--- src/rtl/lru_key_value_cache_defines.svh ---
// Assertion macros for the lru key/value cache RTL.
`ifndef LRU_KEY_VALUE_CACHE_DEFINES_SVH
`define LRU_KEY_VALUE_CACHE_DEFINES_SVH

// Same-cycle implication, sampled on clk, off while arst_n is low.
`define LKVC_ASSERT_IMP(lbl, ante, cons) \
	lbl: assert property (@(posedge clk) disable iff (!arst_n) (ante) |-> (cons)) \
		else $error("lkvc assertion failed");

// Next-cycle implication, sampled on clk, off while arst_n is low.
`define LKVC_ASSERT_NXT(lbl, ante, cons) \
	lbl: assert property (@(posedge clk) disable iff (!arst_n) (ante) |=> (cons)) \
		else $error("lkvc assertion failed");

`endif

--- src/rtl/lkvc_pkg.sv ---
// Package: widths, codes and cell control type of the lru key/value cache.
`default_nettype none
package lkvc_pkg;

	localparam int DATA_W      = 32;
	localparam int KEY_FIELD_W = 16;
	localparam int CFG_W       = 5;
	localparam int IN_DATA_W   = KEY_FIELD_W + DATA_W;
	localparam int OUT_DATA_W  = DATA_W;

	localparam int ENTRIES_DEF  = 16;
	localparam int KEY_BITS_DEF = 16;

	localparam logic [CFG_W-1:0] ACTIVE_RESET = 5'd16;

	typedef enum logic {
		MODE_GET = 1'b0,
		MODE_PUT = 1'b1
	} mode_t;

	// Broadcast from the top level to every cell.
	typedef struct packed {
		logic             update;
		logic             hit;
		logic             put;
		logic [CFG_W-1:0] limit;
	} cell_ctl_t;

endpackage
`default_nettype wire

--- src/rtl/lkvc_cell.sv ---
// One cache cell: a key/value entry at a fixed recency position, shifting from its neighbor.
`default_nettype none
module lkvc_cell #(
	parameter int KW  = lkvc_pkg::KEY_BITS_DEF,
	parameter int IDX = 0
) (
	input  logic                        clk,
	input  logic                        arst_n,
	input  lkvc_pkg::cell_ctl_t         ctl,
	input  logic [KW-1:0]               look_key,
	input  logic                        prev_valid,
	input  logic [KW-1:0]               prev_key,
	input  logic [lkvc_pkg::DATA_W-1:0] prev_value,
	input  logic                        match_below,
	output logic                        match,
	output logic                        match_here_or_below,
	output logic                        ent_valid,
	output logic [KW-1:0]               ent_key,
	output logic [lkvc_pkg::DATA_W-1:0] ent_value
);
	import lkvc_pkg::*;

	logic              valid_q;
	logic [KW-1:0]     key_q;
	logic [DATA_W-1:0] value_q;
	logic              shift;
	logic              keep;

	assign match               = valid_q && (key_q == look_key);
	assign match_here_or_below = match || match_below;

	// hit: positions up to the hit one rotate; miss on put: whole row shifts
	assign shift = ctl.update && ((ctl.put && !ctl.hit) || (ctl.hit && match_here_or_below));
	// on an insert, positions at or past the limit fall off the end
	assign keep  = ctl.hit || (IDX == 0) || (int'(ctl.limit) > IDX);

	always_ff @(posedge clk or negedge arst_n) begin
		if (!arst_n) begin
			valid_q <= 1'b0;
		end else if (shift) begin
			valid_q <= prev_valid && keep;
		end
	end

	always_ff @(posedge clk) begin
		if (shift) begin
			key_q   <= prev_key;
			value_q <= prev_value;
		end
	end

	assign ent_valid = valid_q;
	assign ent_key   = key_q;
	assign ent_value = value_q;

endmodule
`default_nettype wire

--- src/rtl/lru_key_value_cache.sv ---
// Top level: fully associative LRU key/value cache built as a row of recency-ordered cells.
// One input stage holds the accepted transaction; an output register then drives m_tvalid.
// Throughput: one transaction per cycle unless m_tready stalls the output; compare,
// rotate and insert across the row act together, so back-to-back items see updated state.
// Reset (arst_n low, asynchronous): all entries invalid, limit register 16,
// no pending input or output; stored keys and values are not cleared.
`default_nettype none
`include "lru_key_value_cache_defines.svh"
module lru_key_value_cache #(
	parameter int ENTRIES  = lkvc_pkg::ENTRIES_DEF,
	parameter int KEY_BITS = lkvc_pkg::KEY_BITS_DEF
) (
	input  logic                            clk,
	input  logic                            arst_n,
	input  logic                            cfg_wen,
	input  logic [lkvc_pkg::CFG_W-1:0]      cfg_wdata,  // active_entries
	input  logic                            s_tvalid,
	output logic                            s_tready,
	input  logic [lkvc_pkg::IN_DATA_W-1:0]  s_tdata,    // [15:0] key, [47:16] value
	input  logic                            s_tuser,    // [0] mode
	output logic                            m_tvalid,
	input  logic                            m_tready,
	output logic [lkvc_pkg::OUT_DATA_W-1:0] m_tdata,    // [31:0] read_value
	output logic                            m_tuser     // [0] hit
);
	import lkvc_pkg::*;

	localparam int KW = (KEY_BITS < KEY_FIELD_W) ? KEY_BITS : KEY_FIELD_W;

	logic [CFG_W-1:0]  active_q;
	logic              valid_s1;
	logic              put_s1;
	logic [KW-1:0]     key_s1;
	logic [DATA_W-1:0] value_s1;
	logic              out_valid_q;
	logic              out_hit_q;
	logic [DATA_W-1:0] out_data_q;
	logic              process;
	logic              hit;
	logic [DATA_W-1:0] hit_value;
	logic [DATA_W-1:0] head_value;
	cell_ctl_t         ctl;

	logic [ENTRIES-1:0] match_vec;
	logic [ENTRIES:0]   chain;
	logic               cell_valid [ENTRIES];
	logic [KW-1:0]      cell_key   [ENTRIES];
	logic [DATA_W-1:0]  cell_value [ENTRIES];

	always_ff @(posedge clk or negedge arst_n) begin
		if (!arst_n) begin
			active_q <= ACTIVE_RESET;
		end else if (cfg_wen) begin
			active_q <= cfg_wdata;
		end
	end

	assign process  = valid_s1 && (!out_valid_q || m_tready);
	assign s_tready = !valid_s1 || process;

	always_ff @(posedge clk or negedge arst_n) begin
		if (!arst_n) begin
			valid_s1 <= 1'b0;
		end else if (s_tready) begin
			valid_s1 <= s_tvalid;
		end
	end

	always_ff @(posedge clk) begin
		if (s_tvalid && s_tready) begin
			put_s1   <= (mode_t'(s_tuser) == MODE_PUT);
			key_s1   <= s_tdata[KW-1:0];
			value_s1 <= s_tdata[KEY_FIELD_W +: DATA_W];
		end
	end

	assign hit = chain[0];

	always_comb begin
		hit_value = '0;
		for (int i = 0; i < ENTRIES; i++) begin
			if (match_vec[i]) begin
				hit_value = hit_value | cell_value[i];
			end
		end
	end

	// new head: the put value, or the hit entry's own value moving to the front
	assign head_value = put_s1 ? value_s1 : hit_value;

	always_comb begin
		ctl.update = process;
		ctl.hit    = hit;
		ctl.put    = put_s1;
		ctl.limit  = active_q;
	end

	assign chain[ENTRIES] = 1'b0;

	for (genvar g = 0; g < ENTRIES; g++) begin : g_cell
		logic              prev_valid;
		logic [KW-1:0]     prev_key;
		logic [DATA_W-1:0] prev_value;

		if (g == 0) begin : g_head
			assign prev_valid = 1'b1;
			assign prev_key   = key_s1;
			assign prev_value = head_value;
		end else begin : g_body
			assign prev_valid = cell_valid[g-1];
			assign prev_key   = cell_key[g-1];
			assign prev_value = cell_value[g-1];
		end

		lkvc_cell #(
			.KW  (KW),
			.IDX (g)
		) u_cell (
			.clk                 (clk),
			.arst_n              (arst_n),
			.ctl                 (ctl),
			.look_key            (key_s1),
			.prev_valid          (prev_valid),
			.prev_key            (prev_key),
			.prev_value          (prev_value),
			.match_below         (chain[g+1]),
			.match               (match_vec[g]),
			.match_here_or_below (chain[g]),
			.ent_valid           (cell_valid[g]),
			.ent_key             (cell_key[g]),
			.ent_value           (cell_value[g])
		);
	end

	always_ff @(posedge clk or negedge arst_n) begin
		if (!arst_n) begin
			out_valid_q <= 1'b0;
		end else if (process) begin
			out_valid_q <= 1'b1;
		end else if (m_tready) begin
			out_valid_q <= 1'b0;
		end
	end

	always_ff @(posedge clk) begin
		if (process) begin
			out_hit_q  <= hit;
			out_data_q <= (hit && !put_s1) ? hit_value : '0;
		end
	end

	assign m_tvalid = out_valid_q;
	assign m_tuser  = out_hit_q;
	assign m_tdata  = out_data_q;

	`LKVC_ASSERT_IMP(a_unique_match, 1'b1, $onehot0(match_vec))
	`LKVC_ASSERT_NXT(a_result_follows, process, out_valid_q)
	`LKVC_ASSERT_NXT(a_put_at_head, process && put_s1,
		cell_valid[0] && (cell_key[0] == $past(key_s1)))
	`LKVC_ASSERT_IMP(a_miss_reads_zero, out_valid_q && !out_hit_q, out_data_q == '0)

endmodule
`default_nettype wire
--- config.mk ---
export PLATFORM = sky130hd
export DESIGN_NAME = lru_key_value_cache
export DESIGN_NICKNAME = d
export VERILOG_FILES = /design/src/rtl/lkvc_pkg.sv /design/src/rtl/lkvc_cell.sv /design/src/rtl/lru_key_value_cache.sv
export VERILOG_INCLUDE_DIRS = /design/src /design/src/rtl
export SDC_FILE = /design/constraint.sdc
export NUM_CORES = 1
export LEC_CHECK = 0
export BUFFER_PORTS_ARGS = -buffer_cell sky130_fd_sc_hd__buf_4
export CAP_MARGIN = 15
export CORE_MARGIN = 8
export CORE_UTILIZATION = 35
export CTS_CLUSTER_SIZE = 24
export DETAILED_ROUTE_END_ITERATION = 10
export PLACE_DENSITY_LB_ADDON = 0.1
export SYNTH_ARGS = -nofsm -noshare
export SYNTH_HDL_FRONTEND = slang
export SYNTH_SLANG_ARGS = --single-unit
export TNS_END_PERCENT = 50
--- constraint.sdc ---
create_clock -name clk -period 6.9 [get_ports clk]
set_clock_uncertainty 0.15 [all_clocks]
set_input_delay 1.38 -clock clk [delete_from_list [all_inputs] [get_ports clk]]
set_output_delay 1.38 -clock clk [all_outputs]
set_load 0.02 [all_outputs]
After elaboration in Yosys (flattened, before gate mapping)
Index checks and enable logic that the tools add are counted.

Input port bits: 59. Output and inout port bits: 35. Register bits: 873. Word-level logic and storage cells: 240.

Eq/ne operators: 16. $lt $le $gt $ge: 15. Mux-type cells: 19. Bitwise logic cells: 15. Reduce and logical (&&, ||, !) cells: 119.

Operators with widths (count): $mux 32 (17); $or 32x32->32 (15); $eq 16x16->1 (16); $logic_and 1x1->1 (66); $logic_or 1x1->1 (48); $gt 5x4->1 const B (8); $gt 5x3->1 const B (4); $gt 5x2->1 const B (2); $gt 5x1->1 const B (1); $logic_not 1->1 (4); $mux 1 (2); $reduce_bool 2->1 (1).

Logic depth before layout (Yosys ltp)
Word-level depth: 34. Mapped depth: 13. Mapped depth without buffers: 9.

Modules after synthesis
Synthesis repeated with hierarchy kept, for this count alone.

Cells, all modules: 1897. Area, all modules: 34002.6 um^2.

Modules (own cells, without submodules): lru_key_value_cache (area an instance 6243.5 um^2, cells an instance 542, seq. area each 2638.8 um^2, times used 1); lkvc_cell (g_cell[14].u_cell ...) (area an instance 1739.2 um^2, cells an instance 86, seq. area each 1466.4 um^2, times used 2); lkvc_cell (g_cell[13].u_cell ...) (area an instance 1724.2 um^2, cells an instance 83, seq. area each 1466.4 um^2, times used 2); lkvc_cell (g_cell[10].u_cell) (area an instance 1771.7 um^2, cells an instance 92, seq. area each 1466.4 um^2, times used 1); lkvc_cell (g_cell[8].u_cell) (area an instance 1762.9 um^2, cells an instance 89, seq. area each 1466.4 um^2, times used 1); lkvc_cell (g_cell[6].u_cell) (area an instance 1749.2 um^2, cells an instance 87, seq. area each 1466.4 um^2, times used 1); lkvc_cell (g_cell[12].u_cell) (area an instance 1740.4 um^2, cells an instance 86, seq. area each 1466.4 um^2, times used 1); lkvc_cell (g_cell[3].u_cell) (area an instance 1736.7 um^2, cells an instance 82, seq. area each 1466.4 um^2, times used 1); lkvc_cell (g_cell[2].u_cell) (area an instance 1734.2 um^2, cells an instance 87, seq. area each 1466.4 um^2, times used 1); lkvc_cell (g_cell[15].u_cell) (area an instance 1732.9 um^2, cells an instance 82, seq. area each 1466.4 um^2, times used 1); lkvc_cell (g_cell[7].u_cell) (area an instance 1726.7 um^2, cells an instance 82, seq. area each 1466.4 um^2, times used 1); lkvc_cell (g_cell[9].u_cell) (area an instance 1725.4 um^2, cells an instance 84, seq. area each 1466.4 um^2, times used 1); lkvc_cell (g_cell[11].u_cell) (area an instance 1722.9 um^2, cells an instance 83, seq. area each 1466.4 um^2, times used 1); lkvc_cell (g_cell[1].u_cell) (area an instance 1716.6 um^2, cells an instance 85, seq. area each 1466.4 um^2, times used 1); lkvc_cell (g_cell[0].u_cell) (area an instance 1712.9 um^2, cells an instance 78, seq. area each 1466.4 um^2, times used 1).

Least setup slack after synthesis
Ideal clock, no wire load.

Path kind: input-to-reg. Start: input m_tready. End: register g_cell[2].u_cell.key_q[0] (enable). Setup time: 0.486 ns. Cell stages on the path: 6. Required time: 6.264 ns. Setup slack: 0.922 ns. Data arrival time: 5.342 ns. Path buffers: 1. Cells stage by stage: nand2b_1 nand2_1 inv_1 o31ai_1 buf_2 a31oi_1.

Longest elaborated chain between the ends: 3.

Ends and longest elaborated chain: from (decl) (RTL line lru_key_value_cache.sv:22) `input logic m_tready,`; $logic_or 1x1->1 (RTL line lru_key_value_cache.sv:58) `assign process = valid_s1 && (!out_valid_q || m_tready);`; $logic_and 1x1->1 (RTL line lru_key_value_cache.sv:58); via process (RTL line lru_key_value_cache.sv:38) `logic process;`; $logic_and 1x1->1 (RTL line lkvc_cell.sv:33) `assign shift = ctl.update && ((ctl.put && !ctl.hit) || (ctl.hit && match_here_or_below));`; via g_cell[2].u_cell.shift (RTL line lkvc_cell.sv:26) `logic shift;`; to (signal assigned) (RTL line lkvc_cell.sv:47) `key_q <= prev_key;`; to (decl) (RTL line lkvc_cell.sv:24) `logic [KW-1:0] key_q;`.

The timed path passes the listed nets, and every way through them passes these cells. A chain may end at the register's enable or synchronous reset.

Worst setup path after layout
Start: register key_s1[1] (netlist: g_cell[0].prev_key[1]). End: register g_cell[12].u_cell.value_q[6] (enable).

Longest elaborated chain between the ends: 21. Elaborated cells on any way between the ends: 52. Classes of those cells: eq/ne: 16; reduce/logical: 36.

Ends and longest elaborated chain: from (decl) (RTL line lru_key_value_cache.sv:33) `logic [KW-1:0] key_s1;`; from (signal assigned) (RTL line lru_key_value_cache.sv:72) `key_s1 <= s_tdata[KW-1:0];`; $eq 16x16->1 (RTL line lkvc_cell.sv:29) `assign match = valid_q && (key_q == look_key);`; $logic_and 1x1->1 (RTL line lkvc_cell.sv:29); $logic_or 1x1->1 (15 in a row) (RTL line lkvc_cell.sv:30) `assign match_here_or_below = match || match_below;`; $logic_not 1->1 (RTL line lkvc_cell.sv:33); $logic_and 1x1->1 (RTL line lkvc_cell.sv:33); $logic_or 1x1->1 (*) (RTL line lkvc_cell.sv:33); $logic_and 1x1->1 (*) (RTL line lkvc_cell.sv:33); via g_cell[12].u_cell.shift (RTL line lkvc_cell.sv:26); to (signal assigned) (RTL line lkvc_cell.sv:48) `value_q <= prev_value;`; to (decl) (RTL line lkvc_cell.sv:25) `logic [DATA_W-1:0] value_q;`.

The timed path passes the listed nets; every way through them passes the cells marked *.

==> out/metrics.yaml <==
ys_seq_area_frac: 0.787
ys_types: 46
cp.arrival_ps: 5430
place.gp.congestion: 0.789
crit_path_cell_trace: "buf_4 > xor2_1 > nor3_1 > nand4_1 > nor3_2 > buf_4 > buf_4 > or4_1 > o21a_1 > a21oi_4 > buf_4"
crit_type: "register to register"
grt_pass1_wl_um: 137000
cts_buffers: 96
clkTransAtPathRegs_ps: 60
synth_area_um2: 33200
cp_slowest_cell: "edfxtp_1"
post_cts_buffers: 0
slew_headroom: 0.228
grt_usage: 0.180
final_core_util: 0.410
holdWs_ps: 290
worst_ep_required_time_ps: 7030
cts_resized: 0
setup-violations-final: 0
cp_max_fo: 33
initial_core_util: 0.351
syn-instance-count: 1851
grt-ovfl-total: 0
ys_ff_latch: 873
dp_slack_ps: 1280
antenna_found_initial: 2
final_nets: 2061
num_rows: 113
clkLatencyLatePin_ps: 670
cts_tree: "done"
min-delay-path-class: "register to register"
ys_warn_count: 0
critPathMaxStageDelay_ps: 880
wl_um: 95000
finalPower_mw: 12.0
place_hpwl_um: 55400
synth-edff-count: 850
drive_gt1_frac: 0.177
grt_pass1_vias: 19100
grt_start_max_net_pins: 50
syn_nets: 1910
maxCapViolCount: 0
cp-start-kind: "register"
die-area_um2: 105000
yosysTopAreaCellShare: 0.770
hold_viol_final: 0
portBuffers: 93
clock-sinks: 873
fin_crit_ps: 5300
diodes: 0
critPathMostFrequentCell: "buf_4"
ios: 94
firstDrtPassIters: 5
synth_top_area_cell: "edfxtp_1"
synthFlopType: "edfxtp_1"
worst_slew_pin_slew_ps: 1160
htree_num_levels: 3
core_um2: 94400
detailroute.via_count: 17942
synthTopCellsByArea: "edfxtp_1 (77%), xor2_1 (3.7%), xnor2_1 (3.0%)"
clockRootBuffer: "clkbuf_16"
rsz0062_at_grt: "false"
setup_tns_ps: 0
status: "finished, final reports clean"
fmax_mhz: 189
avgViaCountPerCell: 5.37
syn_area_per_cell_um2: 17.9
detail-route-antenna-nets: 0
power_density_nw_per_um2: 309
clockBufferDepth: 3
drc: 0
drt_iter0_drc: 1768
area_growth_syn_to_layout_pct: 16.8
die_w_um: 324
async_flop_share: 0.0263
hold_buffers: 0
vdd_drop_max_v: 0.000205
die_y_um: 324
critPathCaptureType: "register"
drv_slew: 0
setup_slack_ps: 1600
leakage_nw: 12.6
wl_per_cell_um: 28.4
period_share: 0.768
==> power breakdown <==
part / leakage, nW / internal (mW) / switching, mW
logic: 2.91 / 0.201 / 0.404
clock network: 1.51 / 2.87 / 2.13
registers: 8.22 / 6.16 / 0.195
==> final timing paths <==
path | from | end | slack, ps | cells past startpoint
worst max-delay path | g_cell[0].prev_key[1] | g_cell[12].u_cell.ent_value[6] | 1600 | 11
worst min-delay path | g_cell[3].u_cell.ent_value[13] | g_cell[4].u_cell.ent_value[13] | 290 | 0
worst max register to register | g_cell[0].prev_key[1] | g_cell[12].u_cell.ent_value[6] | 1600 | 11
worst min register to register | g_cell[3].u_cell.ent_value[13] | g_cell[4].u_cell.ent_value[13] | 290 | 0
max in group asynchronous | arst_n | active_q[4] | 5800 | 1
min in group asynchronous | arst_n | g_cell[15].u_cell.ent_valid | 480 | 1
==> worst max-delay path: cells and delay by family (launching register included) <==
| family | cells | cell delay (ps) |
|---|---|---|
| AND/OR/NAND/NOR | 4 | 1120 |
| flip-flops | 1 | 880 |
| buffers and inverters | 4 | 1380 |
| AO/OA/AOI/OAI | 2 | 1170 |
| XOR/XNOR | 1 | 160 |
==> cells in the final DEF (no fill, tap or decap), types with 5 or more instances in the layout <==
cell       count
mux2i_1        6
o21ai_0        5
and2_1        20
o21a_1         5
inv_6          5
o31a_1         8
nand4_1       46
clkbuf_16     97
nor4_1        35
clkinv_2      23
xor2_1       140
edfxtp_1     850
mux2_2        29
clkinv_1      18
buf_4        152
nand3_1       36
nor2_1        47
and3_2         6
bufinv_16      6
clkbuf_1      17
a21oi_1       15
clkbuf_8       6
a221oi_1      64
nor3_1        12
nand2_1        8
a22o_1        64
a22oi_1      128
inv_1         11
and3_1        20
dfrtp_1       22
a21oi_4        7
nor3_2         5
xnor2_1      115
==> cell type report <==
type | count | area (um^2)
clock inverter | 55 | 459
fill | 8573 | 55700
timing repair buffer | 156 | 1220
tap | 1265 | 1580
sequential | 873 | 26100
inverter | 14 | 52.6
multi-input combinational | 861 | 6740
clock buffer | 120 | 2570
==> cell usage after synthesis (9+ instances only) <==
cell type and number:
a21oi_1 22, a221oi_1 64, a22o_1 64, a22oi_1 128, and2_1 21, and3_1 26
buf_2 19, buf_4 14, clkbuf_1 57, dfrtp_1 22, edfxtp_1 850, inv_1 14
mux2_2 29, nand3_1 36, nand4_1 46, nor2_1 50, nor3_1 17, nor4_1 38
o31a_1 9, xnor2_1 115, xor2_1 140
==> through the flow <==
step                instances  area [um^2]
floorplan                1851        33200
global placement         3168        35700
detailed placement       3168        35700
CTS                      3343        38700
global route             3344        38700
finish                   3344        38700
==> state kept, by name, indices dropped and copies added, names as in the netlist <==
name and flops:
g_cell.u_cell.ent_valid 16, active_q 5, m_tdata 32, valid_s1 1, m_tuser 1, g_cell.u_cell.ent_key 256, g_cell.u_cell.ent_value 512, m_tvalid 1
g_cell.prev_key 16, put_s1 1, value_s1 32
==> per-layer routing <==
layer  part of all wire  vias up  track usage  wire, um
met4              0.033        2       0.0600      3140
met2               0.47      785        0.289     44500
met1               0.43     9296        0.244     40500
li1                   -     7679            -         -
met3              0.072      180       0.0377      6840
met5            0.00021        -            0        20
==> kinds of logic (layout without fill, tap and decap cells) <==
logic type,count (synthesis),count (layout),share of synthesized area
compound gates,314,314,0.0743
xor+xnor,255,255,0.0674
buf+inv,117,345,0.0167
flops,873,873,0.787
mux,36,36,0.0121
simple gates,256,256,0.0424
No activity file was read; power rests on OpenSTA's default activity.
